$ cat config.mk
export PLATFORM = sky130hd
export DESIGN_NAME = keyword_substitution_cipher_unit
export DESIGN_NICKNAME = d
export VERILOG_FILES = /design/src/hdl/kscu_pkg.sv /design/src/hdl/kscu_cell.sv /design/src/hdl/keyword_substitution_cipher_unit.sv
export SDC_FILE = /design/constraint.sdc
export NUM_CORES = 1
export LEC_CHECK = 0
export ABC_CLOCK_PERIOD_IN_PS = 6700
export BUFFER_PORTS_ARGS = -buffer_cell sky130_fd_sc_hd__buf_2
export CORE_ASPECT_RATIO = 1.25
export CORE_MARGIN = 5
export CORE_UTILIZATION = 53
export CTS_BUF_LIST = sky130_fd_sc_hd__clkbuf_16
export DETAILED_ROUTE_END_ITERATION = 6
export GPL_TIMING_DRIVEN = 0
export PLACE_DENSITY_LB_ADDON = 0.05
export SLEW_MARGIN = 20
export SYNTH_ARGS = -nofsm -noshare
export SYNTH_HDL_FRONTEND = slang
export SYNTH_HIERARCHICAL = 1
export SYNTH_SLANG_ARGS = --single-unit
export TNS_END_PERCENT = 100
$ cat constraint.sdc
create_clock -name i_clk -period 6.7 [get_ports i_clk]
set_input_delay 1.005 -clock i_clk [delete_from_list [all_inputs] [get_ports i_clk]]
set_output_delay 1.005 -clock i_clk [all_outputs]
set_load 0.02 [all_outputs]
$ cat src/hdl/kscu_pkg.sv
// Package for the keyword substitution cipher unit.
// Holds the alphabet size, derived widths, action and status codes and the
// table push record. Depends on nothing.
`default_nettype none

package kscu_pkg;

    localparam int ALPHABET_SIZE = 26;  // letters starting at 'A', 2 to 32
    localparam int IDX_W = (ALPHABET_SIZE > 1) ? $clog2(ALPHABET_SIZE) : 1;
    localparam int LEN_W = $clog2(ALPHABET_SIZE + 1);

    localparam logic [LEN_W-1:0] N_LEN = LEN_W'(ALPHABET_SIZE);

    // letter range checked on a 9-bit copy of the byte so 'A' + 32 still fits
    localparam logic [8:0] LETTER_BASE = 9'd65;
    localparam logic [8:0] LETTER_END  = 9'(65 + ALPHABET_SIZE);

    localparam logic [2:0] ACT_OPEN   = 3'd0;
    localparam logic [2:0] ACT_KEY    = 3'd1;
    localparam logic [2:0] ACT_CLOSE  = 3'd2;
    localparam logic [2:0] ACT_ENCODE = 3'd3;
    localparam logic [2:0] ACT_DECODE = 3'd4;

    typedef enum logic [1:0] {
        ST_OK         = 2'd0,
        ST_REPEAT     = 2'd1,
        ST_NOT_LETTER = 2'd2
    } t_status;

    // one value entering the tail of the forward row, and its position
    typedef struct packed {
        logic             shift;
        logic [IDX_W-1:0] val;
        logic [IDX_W-1:0] pos;
    } t_push;

endpackage

`default_nettype wire

$ cat src/hdl/kscu_cell.sv
// One cell of the table row: forward entry for its position and reverse
// entry for its letter. Uses kscu_pkg for widths and the push record.
`default_nettype none

module kscu_cell
    import kscu_pkg::*;
(
    input  wire logic             i_clk,
    input  wire logic             i_rst_n,
    input  wire logic [IDX_W-1:0] i_index,     // fixed position of this cell
    input  wire t_push            i_push,
    input  wire logic [IDX_W-1:0] i_fwd_next,  // forward entry of the next cell
    output      logic [IDX_W-1:0] o_fwd,
    output      logic [IDX_W-1:0] o_rev
);

    logic [IDX_W-1:0] r_fwd;
    logic [IDX_W-1:0] r_rev;

    always_ff @(posedge i_clk) begin
        if (!i_rst_n) begin
            r_fwd <= i_index;
            r_rev <= i_index;
        end else begin
            // advance the forward row one cell toward the head
            if (i_push.shift) begin
                r_fwd <= i_fwd_next;
            end
            // capture the position at which this letter enters the row
            if (i_push.shift && (i_push.val == i_index)) begin
                r_rev <= i_push.pos;
            end
        end
    end

    assign o_fwd = r_fwd;
    assign o_rev = r_rev;

endmodule

`default_nettype wire

$ cat src/hdl/keyword_substitution_cipher_unit.sv
// Top level of the keyword substitution cipher unit.
// Uses kscu_pkg and instantiates one kscu_cell per alphabet letter.
//
// Usage:
//   Slave channel: tuser carries the action (open key, key letter, close key,
//   encode, decode), tdata carries the ASCII byte. Master channel: tdata
//   carries the result byte, tuser the status (ok, repeated key letter, not a
//   letter). Every accepted transfer gives exactly one result transfer.
//   Latency: a result is registered and shows on the master side the cycle
//   after its input transfer.
//   Open, key letter, encode and decode keep the unit in its idle state.
//   A close with no repeated letter rebuilds the tables by pushing letters
//   into the cell row: first the staged key letters in order, then the
//   unused letters found by a scan of the alphabet up to the last unused
//   letter. The slave side is not ready until the rebuild ends.
//   Reset: both tables return to the identity mapping, the staged key is
//   empty and the repeat flag is cleared.
//   Stall: a result waits in the output register; a new transfer is taken in
//   the same cycle the waiting one is taken by the receiver.
`default_nettype none

module keyword_substitution_cipher_unit
    import kscu_pkg::*;
(
    input  wire logic       i_clk,
    input  wire logic       i_rst_n,
    input  wire logic       i_s_axis_tvalid,
    output      logic       o_s_axis_tready,
    input  wire logic [7:0] i_s_axis_tdata,   // [7:0] in_char
    input  wire logic [2:0] i_s_axis_tuser,   // [2:0] action
    output      logic       o_m_axis_tvalid,
    input  wire logic       i_m_axis_tready,
    output      logic [7:0] o_m_axis_tdata,   // [7:0] out_char
    output      logic [1:0] o_m_axis_tuser    // [1:0] status
);

    typedef enum logic [2:0] {
        S_IDLE = 3'b001,
        S_KEY  = 3'b010,   // push staged key letters
        S_SCAN = 3'b100    // push unused letters in alphabet order
    } t_state;

    t_state r_state, n_state;

    logic [ALPHABET_SIZE-1:0] r_mask, n_mask;
    logic [LEN_W-1:0]         r_key_len, n_key_len;
    logic                     r_repeat, n_repeat;
    logic [LEN_W-1:0]         r_cnt, n_cnt;
    logic [LEN_W-1:0]         r_pos, n_pos;

    logic       r_out_valid, n_out_valid;
    logic [7:0] r_out_char, n_out_char;
    t_status    r_out_status, n_out_status;

    // staged key letters, written at the key length
    logic [IDX_W-1:0] r_key_letters [ALPHABET_SIZE];
    logic             key_we;

    logic [IDX_W-1:0] fwd [ALPHABET_SIZE];
    logic [IDX_W-1:0] rev [ALPHABET_SIZE];
    t_push            push;

    logic             accept;
    logic             is_letter;
    logic [IDX_W-1:0] letter_idx;
    logic [8:0]       char_ext;
    logic [IDX_W-1:0] mapped;

    assign o_s_axis_tready = (r_state == S_IDLE) && (!r_out_valid || i_m_axis_tready);
    assign accept          = i_s_axis_tvalid && o_s_axis_tready;

    assign char_ext   = {1'b0, i_s_axis_tdata};
    assign is_letter  = (char_ext >= LETTER_BASE) && (char_ext < LETTER_END);
    assign letter_idx = IDX_W'(char_ext - LETTER_BASE);
    assign mapped     = (i_s_axis_tuser == ACT_ENCODE) ? fwd[letter_idx] : rev[letter_idx];

    always_comb begin
        n_state      = r_state;
        n_mask       = r_mask;
        n_key_len    = r_key_len;
        n_repeat     = r_repeat;
        n_cnt        = r_cnt;
        n_pos        = r_pos;
        n_out_valid  = r_out_valid;
        n_out_char   = r_out_char;
        n_out_status = r_out_status;
        key_we       = 1'b0;
        push         = '0;

        if (i_m_axis_tready) begin
            n_out_valid = 1'b0;
        end

        unique case (r_state)
            S_IDLE: begin
                if (accept) begin
                    n_out_valid  = 1'b1;
                    n_out_char   = i_s_axis_tdata;
                    n_out_status = ST_OK;
                    unique case (i_s_axis_tuser)
                        ACT_OPEN: begin
                            n_mask    = '0;
                            n_key_len = '0;
                            n_repeat  = 1'b0;
                        end
                        ACT_KEY: begin
                            if (!is_letter) begin
                                n_out_status = ST_NOT_LETTER;
                            end else if (r_mask[letter_idx]) begin
                                n_repeat     = 1'b1;
                                n_out_status = ST_REPEAT;
                            end else if (r_key_len < N_LEN) begin
                                key_we                 = 1'b1;
                                n_key_len              = r_key_len + 1'b1;
                                n_mask[letter_idx]     = 1'b1;
                            end
                        end
                        ACT_CLOSE: begin
                            if (r_repeat) begin
                                n_out_status = ST_REPEAT;
                            end else begin
                                n_cnt   = '0;
                                n_pos   = '0;
                                n_state = (r_key_len == '0) ? S_SCAN : S_KEY;
                            end
                        end
                        ACT_ENCODE, ACT_DECODE: begin
                            if (is_letter) begin
                                n_out_char = 8'(LETTER_BASE + 9'(mapped));
                            end else begin
                                n_out_status = ST_NOT_LETTER;
                            end
                        end
                        default: begin
                        end
                    endcase
                end
            end
            S_KEY: begin
                push.shift = 1'b1;
                push.val   = r_key_letters[r_cnt[IDX_W-1:0]];
                push.pos   = r_pos[IDX_W-1:0];
                n_pos      = r_pos + 1'b1;
                n_cnt      = r_cnt + 1'b1;
                if (n_cnt == r_key_len) begin
                    n_cnt   = '0;
                    n_state = (r_key_len == N_LEN) ? S_IDLE : S_SCAN;
                end
            end
            S_SCAN: begin
                n_cnt = r_cnt + 1'b1;
                if (!r_mask[r_cnt[IDX_W-1:0]]) begin
                    push.shift = 1'b1;
                    push.val   = r_cnt[IDX_W-1:0];
                    push.pos   = r_pos[IDX_W-1:0];
                    n_pos      = r_pos + 1'b1;
                    if (n_pos == N_LEN) begin
                        n_state = S_IDLE;
                    end
                end
            end
            default: begin
                n_state = S_IDLE;
            end
        endcase
    end

    always_ff @(posedge i_clk) begin
        if (!i_rst_n) begin
            r_state      <= S_IDLE;
            r_mask       <= '0;
            r_key_len    <= '0;
            r_repeat     <= 1'b0;
            r_cnt        <= '0;
            r_pos        <= '0;
            r_out_valid  <= 1'b0;
        end else begin
            r_state      <= n_state;
            r_mask       <= n_mask;
            r_key_len    <= n_key_len;
            r_repeat     <= n_repeat;
            r_cnt        <= n_cnt;
            r_pos        <= n_pos;
            r_out_valid  <= n_out_valid;
        end
    end

    // result payload needs no reset
    always_ff @(posedge i_clk) begin
        r_out_char   <= n_out_char;
        r_out_status <= n_out_status;
    end

    always_ff @(posedge i_clk) begin
        if (key_we) begin
            r_key_letters[r_key_len[IDX_W-1:0]] <= letter_idx;
        end
    end

    // row of cells: values enter at the tail and move toward cell 0
    for (genvar j = 0; j < ALPHABET_SIZE; j++) begin : g_cell
        logic [IDX_W-1:0] fwd_next;
        if (j == ALPHABET_SIZE - 1) begin : g_tail
            assign fwd_next = push.val;
        end else begin : g_body
            assign fwd_next = fwd[j+1];
        end
        kscu_cell u_cell (
            .i_clk      (i_clk),
            .i_rst_n    (i_rst_n),
            .i_index    (IDX_W'(j)),
            .i_push     (push),
            .i_fwd_next (fwd_next),
            .o_fwd      (fwd[j]),
            .o_rev      (rev[j])
        );
    end

    assign o_m_axis_tvalid = r_out_valid;
    assign o_m_axis_tdata  = r_out_char;
    assign o_m_axis_tuser  = r_out_status;

    // no new transfer while the row is rebuilding
    a_busy_not_ready: assert property (@(posedge i_clk) disable iff (!i_rst_n)
        (r_state != S_IDLE) |-> !o_s_axis_tready)
        else $error("slave ready during table rebuild");

    // a clean close starts a rebuild on the next cycle
    a_close_builds: assert property (@(posedge i_clk) disable iff (!i_rst_n)
        (accept && (i_s_axis_tuser == ACT_CLOSE) && !r_repeat) |=> (r_state != S_IDLE))
        else $error("close without repeat did not start a rebuild");

    // the row never takes more letters than it has cells
    a_pos_bound: assert property (@(posedge i_clk) disable iff (!i_rst_n)
        push.shift |-> (r_pos < N_LEN))
        else $error("push beyond the end of the cell row");

endmodule

`default_nettype wire
==> results.ini <==
[status]
status = completed

[clock_tree]
clock_path_buffers = 3
clkTransAtPathRegs_ns = 0.06
htreeDepth = 2
cts-buffers-inserted = 44
cts.sinks = 451
clk_latency_ns = 0.56
cts_hold_buffers = 0
cts_tree = done
root_buffer = clkbuf_16
post-cts-setup-buffers = 0
cts_resized = 0

[drt]
avgRoutedWirePerCell_um = 22.02
drt_pass1_iterations = 6
first_iter_violations = 1306
drc = 0
vias = 16170
vias_per_cell = 5.487
final_antenna_net_count = 0
wirelength_mm = 64.90

[layout]
final_cell_mix = 595 x nand2_1, 400 x edfxtp_1, 260 x conb_1
layout.nets = 2369
drive_gt1_frac = 0.1273
syn_to_final_growth_pct = 15.90
final_area_um2 = 27200
final_common_cell = nand2_1

[global_route]
grtUsageMet2 = 0.4948
met1_usage = 0.3106
use_met3 = 0.03185
grt_pass1_vias = 15990
grt_util_all_layers = 0.2655
grt_overflow = 0
grt_max_degree = 116
grt_busiest_layer = met2
antenna_found_initial = 2
grt_pass1_wl_mm = 97.10

[sta]
relSlewSlack = 0.2803
hold_viol_final = 0
rsz0062_at_grt = no
worst_pin_slew_ns = 1.072
max_freq_mhz = 163.7
clock_skew_ns = 0.01724
finalCritPeriodShare = 0.9115
drv_slew = 0
holdWs_ns = 0.5032
setup_violations = 0
period_minus_slack_ns = 6.107
tns_ns = 0
setup_ws_ns = 0.5931

[synth]
synth_ff_type = edfxtp_1
synthArstFlopShare = 0
ys_ff_latch = 451
syn_area_um2 = 23470
ys_seq_area_frac = 0.5553
yosys-top-cells-area = edfxtp_1 51%, mux4_2 9.9%, nand2_1 9.5%, xnor2_1 5.2%, dfxtp_1 4.4%
yosys_warnings = 6
synth_cell_types = 85
avgSynthCellArea_um2 = 11.77
synth.top_cell.area_share = 0.5118
synth-edff-count = 400
synth_area_leader_cell = edfxtp_1
synthCells = 1993

[die]
io_pins = 27
rows = 86
start_util = 0.5332
die_h_um = 245.3
fp.dieW_um = 198.2
core_area_um2 = 44010
die-area_um2 = 48610

[worst_setup_path]
required_ns = 7.01
crit_path_start_kind = primary input
cpMostUsedCell = buf_6
worst_ep_arrival_time_ns = 6.42
max_stage_delay_ns = 0.85
r2r_cells = 10
crit_fanout = 33
slowest_stage = buf_1
worst-setup-path-type = primary input to flop
worstPathCellList = buf_2, buf_6, buf_6, buf_6, buf_8, inv_2, ha_1, buf_4, buf_4, buf_2, buf_1, mux4_2, o22ai_1, o31ai_1, ha_1, a31oi_1, o31a_1
end_kind = flop

[placement]
dpl.hpwl_mm = 47.98
pre_cts_slack_ns = -0.06509
gp_congestion = 0.9439
io_buffer_count = 26
dpl_cell_area_um2 = 25820

[worst_hold_path]
min_path_type = flop to flop
whs_path_depth = 2

[pwr]
power_leakage_nw = 10.41
ir_drop_uv = 202.2
power_density_nw_per_um2 = 246.1

[flow_run]
drv_cap = 0

-- sequential cells by signal, indices dropped and copies added, names as in the netlist, named ones only --
name,flops
o_m_axis_tdata,8
g_cell.u_cell/o_fwd,130
g_cell.u_cell/o_rev,130
r_state,3
r_pos,5
o_m_axis_tvalid,1
r_key_letters,130
o_m_axis_tuser,2
r_key_len,5
r_repeat,1
r_cnt,5
r_mask,26
-- worst max-delay path, delay by kind of cell --
family | cells | cell delay (ns)
AOI/OAI and AO/OA | 4 | 1.04
adders and majority gates | 2 | 0.70
muxes | 1 | 0.44
buffers and inverters | 10 | 3.17
-- power breakdown --
group	total (mW)	internal (mW)	switching, mW
logic	0.913	0.331	0.582
clock network	2.42	1.37	1.05
registers	3.36	3.28	0.0859
total	6.69	4.98	1.72
-- per-layer routing --
metal	vias to the layer above	wire length [um]
li1	7589	-
met5	-	13
met3	135	3232
met1	7906	24070
met4	2	2927
met2	538	34660
-- area by class of cell --
class / instances / area (um^2)
Antenna cell: 2 / 5.005
Buffer: 83 / 613.1
Clock buffer: 45 / 1126
Clock inverter: 34 / 247.7
Fill cell: 3515 / 16810
Inverter: 21 / 78.83
Multi-Input combinational cell: 1696 / 10830
Sequential cell: 451 / 13030
Tap cell: 572 / 715.7
Timing Repair Buffer: 43 / 546.8
-- cell usage after synthesis, drive strengths merged, types with 6 or more instances --
cell type  number
and2           22
dfxtp          51
o21ai          54
mux4          105
edfxtp        400
nand4          29
nand3          14
a21oi          15
and3            7
a22oi          13
ha             14
o211ai          7
nor2b          23
inv            20
nand2         595
nor3           12
nand2b        162
a211oi          8
nor2           71
mux2i          32
a31oi          34
clkbuf         22
or3             6
xnor2         141
buf            61
-- cell families (layout without fill, tap and decap cells) --
logic type      count (synthesis)  in the layout  synth area share
xor+xnor                      143            143           0.05369
compound gates                174            174           0.04948
simple gates                  966            966            0.1886
mux                           139            139            0.1157
other cells                     2            262         0.0003200
buf+inv                       104            226           0.02943
flops                         451            451            0.5553
fa+ha+maj                      14             14          0.007464
-- stage by stage --
step / instances / power (mW) / utilization
final: 2947 / 6.693 / 0.6180
after global routing: 2945 / 6.920 / 0.6179
after CTS: 2945 / 6.716 / 0.6179
after detailed placement: 2866 / 4.329 / 0.5867
after global placement: 2849 / 4.304 / 0.5745
after floorplan: 2251 / 3.986 / -
-- worst paths after layout --
path	slack, ns	to	startpoint
max	0.59	o_m_axis_tdata[4]	i_s_axis_tdata[0]
min	0.50	r_mask[23]	r_mask[23]
max reg2reg	2.19	g_cell[0].u_cell/o_rev[2]	flop
min reg2reg	0.50	r_mask[23]	r_mask[23]
Note: power is estimated with default switching activity, not from simulation.
